$ cat src/design/lhbp_pkg.sv
package lhbp_pkg;

  // table geometry
  localparam int HISTORY_BITS  = 14;
  localparam int COUNTER_WIDTH = 2;
  localparam int INDEX_BITS    = 10;

  // fixed field widths
  localparam int ADDR_W   = 10;
  localparam int THRESH_W = 2;

  // clear sweep covers the larger of the two tables
  localparam int CLR_BITS = (HISTORY_BITS > INDEX_BITS) ? HISTORY_BITS : INDEX_BITS;
  // comparison width for counter against threshold
  localparam int CMP_W = (COUNTER_WIDTH > THRESH_W) ? COUNTER_WIDTH : THRESH_W;

  localparam logic [COUNTER_WIDTH-1:0] CTR_MAX = '1;
  localparam logic [THRESH_W-1:0] THRESHOLD_RESET = THRESH_W'(1);

  typedef logic [ADDR_W-1:0]        addr_t;
  typedef logic [INDEX_BITS-1:0]    slot_t;
  typedef logic [HISTORY_BITS-1:0]  hist_t;
  typedef logic [COUNTER_WIDTH-1:0] ctr_t;
  typedef logic [THRESH_W-1:0]      thresh_t;
  typedef logic [CLR_BITS-1:0]      clr_t;

  typedef enum logic [0:0] {
    OP_PREDICT = 1'b0,
    OP_UPDATE  = 1'b1
  } op_t;

  typedef enum logic [1:0] {
    ST_CLEAR,
    ST_IDLE,
    ST_HIST,
    ST_PAT
  } state_t;

  // history table port request
  typedef struct packed {
    logic  rd_en;
    slot_t rd_addr;
    logic  wr_en;
    slot_t wr_addr;
    hist_t wr_data;
  } hist_req_t;

  // pattern table port request
  typedef struct packed {
    logic  rd_en;
    hist_t rd_addr;
    logic  wr_en;
    hist_t wr_addr;
    ctr_t  wr_data;
  } pat_req_t;

  // table index from the low address bits
  function automatic slot_t slot_of(input addr_t addr);
    slot_of = INDEX_BITS'(addr);
  endfunction

  // saturating counter step
  function automatic ctr_t ctr_step(input ctr_t ctr, input logic tk);
    ctr_t r;
    r = ctr;
    if (tk) begin
      if (ctr != CTR_MAX) r = ctr + ctr_t'(1);
    end else begin
      if (ctr != ctr_t'(0)) r = ctr - ctr_t'(1);
    end
    ctr_step = r;
  endfunction

endpackage

$ cat src/design/lhbp_ifs.sv
// request channel: predict or update
interface lhbp_req_if;
  logic                 valid;
  logic                 ready;
  lhbp_pkg::op_t        op;
  lhbp_pkg::addr_t      branch_address_low;
  logic                 taken;

  modport source (output valid, output op, output branch_address_low, output taken,
                  input ready);
  modport sink   (input valid, input op, input branch_address_low, input taken,
                  output ready);
endinterface

// response channel: prediction
interface lhbp_rsp_if;
  logic valid;
  logic ready;
  logic predict_taken;

  modport source (output valid, output predict_taken, input ready);
  modport sink   (input valid, input predict_taken, output ready);
endinterface


$ cat src/design/lhbp_ctrl.sv
module lhbp_ctrl (
  input  logic                  clk,
  input  logic                  rst,
  input  lhbp_pkg::thresh_t     threshold,
  lhbp_req_if.sink              req,
  lhbp_rsp_if.source            rsp,
  input  lhbp_pkg::hist_t       hist_rdata,
  input  lhbp_pkg::ctr_t        pat_rdata,
  output lhbp_pkg::hist_req_t   hist_req,
  output lhbp_pkg::pat_req_t    pat_req
);

  lhbp_pkg::state_t state, state_next;
  lhbp_pkg::clr_t   clr, clr_next;
  lhbp_pkg::op_t    op_q;
  logic             taken_q;
  lhbp_pkg::slot_t  slot_q;
  logic             out_valid;
  logic             out_taken;
  logic             load_out;
  logic             accept;
  logic             pred;

  assign accept = req.valid && req.ready;
  assign pred = lhbp_pkg::CMP_W'(pat_rdata) >= lhbp_pkg::CMP_W'(threshold);

  // state and clear counter
  always_ff @(posedge clk) begin
    if (rst) begin
      state <= lhbp_pkg::ST_CLEAR;
      clr   <= '0;
    end else begin
      state <= state_next;
      clr   <= clr_next;
    end
  end

  // captured request beat
  always_ff @(posedge clk) begin
    if (accept) begin
      op_q    <= req.op;
      taken_q <= req.taken;
      slot_q  <= lhbp_pkg::slot_of(req.branch_address_low);
    end
  end

  // output register
  always_ff @(posedge clk) begin
    if (rst) begin
      out_valid <= 1'b0;
    end else if (load_out) begin
      out_valid <= 1'b1;
    end else if (rsp.ready) begin
      out_valid <= 1'b0;
    end
  end

  always_ff @(posedge clk) begin
    if (load_out) out_taken <= pred;
  end

  assign rsp.valid         = out_valid;
  assign rsp.predict_taken = out_taken;

  // next state and table accesses
  always_comb begin
    state_next = state;
    clr_next   = clr;
    hist_req   = '0;
    pat_req    = '0;
    load_out   = 1'b0;
    req.ready  = 1'b0;
    case (state)
      lhbp_pkg::ST_CLEAR: begin
        hist_req.wr_en   = 1'b1;
        hist_req.wr_addr = lhbp_pkg::INDEX_BITS'(clr);
        pat_req.wr_en    = 1'b1;
        pat_req.wr_addr  = lhbp_pkg::HISTORY_BITS'(clr);
        clr_next         = clr + lhbp_pkg::clr_t'(1);
        if (clr == '1) state_next = lhbp_pkg::ST_IDLE;
      end
      lhbp_pkg::ST_IDLE: begin
        req.ready = 1'b1;
        if (req.valid) begin
          hist_req.rd_en   = 1'b1;
          hist_req.rd_addr = lhbp_pkg::slot_of(req.branch_address_low);
          state_next       = lhbp_pkg::ST_HIST;
        end
      end
      lhbp_pkg::ST_HIST: begin
        pat_req.rd_en   = 1'b1;
        pat_req.rd_addr = hist_rdata;
        state_next      = lhbp_pkg::ST_PAT;
      end
      lhbp_pkg::ST_PAT: begin
        if (op_q == lhbp_pkg::OP_PREDICT) begin
          // wait for the output register to free up
          if (!out_valid || rsp.ready) begin
            load_out   = 1'b1;
            state_next = lhbp_pkg::ST_IDLE;
          end
        end else begin
          pat_req.wr_en    = 1'b1;
          pat_req.wr_addr  = hist_rdata;
          pat_req.wr_data  = lhbp_pkg::ctr_step(pat_rdata, taken_q);
          hist_req.wr_en   = 1'b1;
          hist_req.wr_addr = slot_q;
          hist_req.wr_data = {hist_rdata[lhbp_pkg::HISTORY_BITS-2:0], taken_q};
          state_next       = lhbp_pkg::ST_IDLE;
        end
      end
      default: begin
        state_next = lhbp_pkg::ST_IDLE;
      end
    endcase
  end

endmodule

$ cat src/flat_wrapper.sv
// flat-port wrapper written by rule: the top's interface ports become plain ports
module lhbp_ctrl_flat 
  (clk, rst, threshold, hist_rdata, pat_rdata, hist_req, pat_req, req_valid, req_op, req_branch_address_low, req_taken, req_ready, rsp_valid, rsp_predict_taken, rsp_ready);
  lhbp_req_if req_i ();
  lhbp_rsp_if rsp_i ();
  input  logic clk;
  input  logic rst;
  input  lhbp_pkg::thresh_t threshold;
  input  lhbp_pkg::hist_t hist_rdata;
  input  lhbp_pkg::ctr_t pat_rdata;
  output lhbp_pkg::hist_req_t hist_req;
  output lhbp_pkg::pat_req_t pat_req;
  input wire logic [$bits(req_i.valid)-1:0] req_valid;
  input wire logic [$bits(req_i.op)-1:0] req_op;
  input wire logic [$bits(req_i.branch_address_low)-1:0] req_branch_address_low;
  input wire logic [$bits(req_i.taken)-1:0] req_taken;
  output wire logic [$bits(req_i.ready)-1:0] req_ready;
  output wire logic [$bits(rsp_i.valid)-1:0] rsp_valid;
  output wire logic [$bits(rsp_i.predict_taken)-1:0] rsp_predict_taken;
  input wire logic [$bits(rsp_i.ready)-1:0] rsp_ready;
  assign req_i.valid = req_valid;
  assign req_i.op = req_op;
  assign req_i.branch_address_low = req_branch_address_low;
  assign req_i.taken = req_taken;
  assign req_ready = req_i.ready;
  assign rsp_valid = rsp_i.valid;
  assign rsp_predict_taken = rsp_i.predict_taken;
  assign rsp_i.ready = rsp_ready;
  lhbp_ctrl u_core (.clk(clk), .rst(rst), .threshold(threshold), .req(req_i), .rsp(rsp_i), .hist_rdata(hist_rdata), .pat_rdata(pat_rdata), .hist_req(hist_req), .pat_req(pat_req));
endmodule
$ cat config.mk
export PLATFORM = sky130hd
export DESIGN_NAME = lhbp_ctrl_flat
export DESIGN_NICKNAME = d
export VERILOG_FILES = /design/src/design/lhbp_pkg.sv /design/src/design/lhbp_ifs.sv /design/src/design/lhbp_ctrl.sv /design/src/flat_wrapper.sv
export SDC_FILE = /design/constraint.sdc
export NUM_CORES = 1
export LEC_CHECK = 0
export BUFFER_PORTS_ARGS = -buffer_cell sky130_fd_sc_hd__buf_2
export CAP_MARGIN = 10
export CORE_MARGIN = 2
export CORE_UTILIZATION = 25
export CTS_CLUSTER_DIAMETER = 120
export DETAILED_ROUTE_END_ITERATION = 8
export HOLD_SLACK_MARGIN = 0.15
export PLACE_DENSITY = 0.48
export SLEW_MARGIN = 20
export SYNTH_ARGS = -nofsm -noshare
export SYNTH_HDL_FRONTEND = slang
export SYNTH_SLANG_ARGS = --single-unit
$ cat constraint.sdc
create_clock -name clk -period 4.4 [get_ports clk]
set_input_delay 0.66 -clock clk [delete_from_list [all_inputs] [get_ports clk]]
set_output_delay 0.66 -clock clk [all_outputs]
set_load 0.02 [all_outputs]
==> key figures <==
Outcome
  – Outcome: complete, no violations

Timing
  – Min Hold Slack: 0.526 ns
  – Final Setup Violations: 0
  – Final Hold Viols: 0
  – Setup total negative slack: 0 ns
  – RSZ-0062 raised after global routing: no
  – Achievable clock frequency: 350 MHz
  – Worst Tran Pin Value: 0.913 ns
  – Setup Skew: 0.00219 ns
  – Final Critical Period: 2.85 ns
  – Slew HR: 39.1%
  – Crit share post-route: 64.9%
  – Slew Limit Fails: 0

Floorplanning
  – Die height: 89.3 um
  – Die Area: 0.00797 mm2
  – Die width: 89.3 um
  – Row count: 31
  – Core ar.: 0.00714 mm2
  – Initial core utilization: 25.5%
  – I/O pin total: 105

Setup path
  – Critical path's slowest cell: ha_1
  – Crit-path cells: inv_1 -> ha_1 -> nand2_1 -> a21oi_1 -> buf_2
  – Endpoint class of the critical path: output pin
  – CP arrival: 2.19 ns
  – Worst Path Required: 3.74 ns
  – Buf/Inv on CP: 2
  – Worst Setup Path Type: reg -> out
  – Crit-path max cell delay: 0.71 ns
  – CP Launch Type: flop
  – Crit path max fanout: 22
  – Reg2reg start: u_core.state[1]
  – Critical path launch point: u_core.state[1]
  – Delay-heaviest family, CP: adder cells

Routing
  – Routed wire length per instance: 12.7 um
  – Vias: 1907
  – Pre-Repair DR Iteration Count: 4
  – Post-route DRC: 0
  – Vias per inst: 4.50
  – Drt total wl: 5390 um
  – Detailed Route Iter0 Violations: 39
  – Antenna viol nets, final: 0

Final layout
  – Layout area overhead: 36.6%
  – Nets: 365
  – # diodes: 0
  – Fraction of layout cells with a size suffix above 1: 35.4%

Logic synthesis
  – Post-Synthesis Cell Area: 0.00182 mm2
  – Syn Inst Count: 227
  – Post-synthesis mux area share: 1.17%
  – Main combinational cell family by area after synthesis: simple AND/OR/NAND/NOR gates
  – Post-synthesis sequential area ratio: 40.2%
  – Number of synthesized register bits: 30
  – Simple logic cell fraction of the synthesized area: 30.2%
  – Compound-Gate Fraction of Synth Area: 11.9%
  – Mean Syn Cell Area: 8.01 um2
  – YS warnings: 0
  – Synth Area in Adders: 4.82%
  – Mapped Nets: 268
  – Xor/xnor share of the synthesized area: 5.30%
  – Distinct cells, synth: 33

GRT
  – Grt ovf: 0
  – First-pass GRT wire length: 8180 um
  – Largest net degree at the start of global routing: 27
  – GRT Total Usage: 13.5%
  – Initial antenna violation count: 0
  – Vias in the first global route: 1671

Clock tree
  – CTS max path bufs: 2
  – Clock sink count: 30
  – Post-CTS Hold Fix Bufs: 0
  – CTS tree: yes
  – Clk_lat worst skew: 0.27 ns
  – H-tree depth: 2
  – Cts bufs inserted: 5
  – Clock root buffer: clkbuf_8
  – Resized cells post-CTS: 0
  – Total setup buffers inserted after CTS: 0
  – CTS clk-pin slew, worst paths: 0.06 ns

Pwr
  – Peak supply drop: 0.171 mV
  – PD cells: 374 mW/mm2
  – Pleak: 1.33 nW

Min path
  – Min-delay worst type: reg -> reg
  – Worst hold start: u_core.clr[13]

Place
  – DP HPWL: 4100 um
  – Number of I/O port buffers: 104
  – Gpl congestion: 0.732

Job
  – Max-cap violations: 0
==> layer usage <==
metal	track usage (%)	vias to the layer above	share of wire [%]
li1	-	954	-
met1	18.6	870	46
met2	20.5	72	47
met3	3.79	11	5.9
met4	4.21	0	1.4
met5	0	-	0
==> flip-flops by register name, indices dropped and copies added (netlist names) <==
| signal | cells |
|---|---|
| u_core.clr | 14 |
| u_core.state | 2 |
| u_core.rsp.valid | 1 |
| u_core.rsp.predict_taken | 1 |
| u_core.op_q | 1 |
| u_core.taken_q | 1 |
| u_core.slot_q | 10 |
==> layout make-up <==
class | count | area (um2)
multi-input combinational | 168 | 971
fill | 788 | 4650
tap | 99 | 124
clock inverter | 2 | 8.76
clock buffer | 6 | 72.6
sequential | 30 | 731
timing repair buffer | 104 | 520
inverter | 15 | 56.3
==> synthesized netlist by cell type <==
cell type,n,area [um2]
nand2_1,35,131
a21oi_1,29,145
nor2_1,21,78.8
dfxtp_1,17,340
and2_1,15,93.8
and3_1,15,93.8
inv_1,15,56.3
edfxtp_1,13,390
clkbuf_1,11,41.3
ha_1,7,87.6
nand3_1,6,30.0
xnor2_1,6,52.6
xor2_1,5,43.8
nand4_1,4,25.0
nand2b_1,3,18.8
o21ai_0,3,15.0
a21o_1,2,15.0
buf_4,2,15.0
nor2b_1,2,12.5
nor3_1,2,10.0
nor4_1,2,12.5
a22oi_1,1,7.51
a2bb2oi_1,1,8.76
a311oi_1,1,8.76
and2_0,1,6.26
buf_1,1,3.75
mux2_2,1,11.3
mux2i_1,1,10.0
nand2_2,1,6.26
nand4_2,1,12.5
o41ai_2,1,16.3
or3_1,1,6.26
or4_4,1,11.3
==> report_power, final <==
part	switching, mW	internal (mW)	leakage, nW	total, mW
Sequential	0.0255	0.324	0.255	0.349
Combinational	0.255	0.118	1.03	0.373
Clock	0.0991	0.108	0.0426	0.208
Total	0.380	0.550	1.33	0.930
==> cell families after synthesis <==
logic type               after synthesis
multiplexers                           2
buffers and inverters                 29
AO/OA/AOI/OAI                         38
AND/OR/NAND/NOR                      110
adder cells (fa/ha/maj)                7
flip-flops                            30
XOR/XNOR                              11
==> layout by cell type, fill, tap and decap left out, types with 2 or more instances in the layout <==
master,synthesis,routed
a21o_1,2,2
a21oi_1,29,29
and2_1,15,16
and3_1,15,15
buf_2,0,104
clkbuf_8,0,5
dfxtp_1,17,17
edfxtp_1,13,13
ha_1,7,7
inv_1,15,15
nand2_1,35,35
nand2b_1,3,3
nand3_1,6,6
nand4_1,4,4
nor2_1,21,21
nor2b_1,2,2
nor3_1,2,2
nor4_1,2,2
o21ai_0,3,3
xnor2_1,6,6
xor2_1,5,5
==> path summary, 6_finish.rpt <==
kind                            slack [ns]  cells past startpoint        endpoint
worst max register to register        1.84                      6  u_core.clr[13]
worst min register to register        0.53                      2  u_core.clr[13]
worst min-delay path                  0.53                      2  u_core.clr[13]
worst max-delay path                  1.55                      5    hist_req[20]
==> tightest hold or removal path, delay by kind of cell, from the launching register on <==
family | cells | cell delay, ns
compound gates | 2 | 0.14
flops | 1 | 0.34
==> through the flow <==
stage / std cells / util (%) / worst slack (ns) / area, um2 / total power, mW
floorplan: 227 / - / 1.91 / 1820 / 0.621
global placement: 416 / 33.7 / 1.57 / 2400 / 0.730
detailed placement: 416 / 33.7 / 1.80 / 2400 / 0.730
CTS: 424 / 34.8 / 1.47 / 2480 / 0.939
global route: 424 / 34.8 / 1.30 / 2480 / 0.990
finish: 424 / 34.8 / 1.55 / 2480 / 0.930
(Power assumes the default switching activity.)
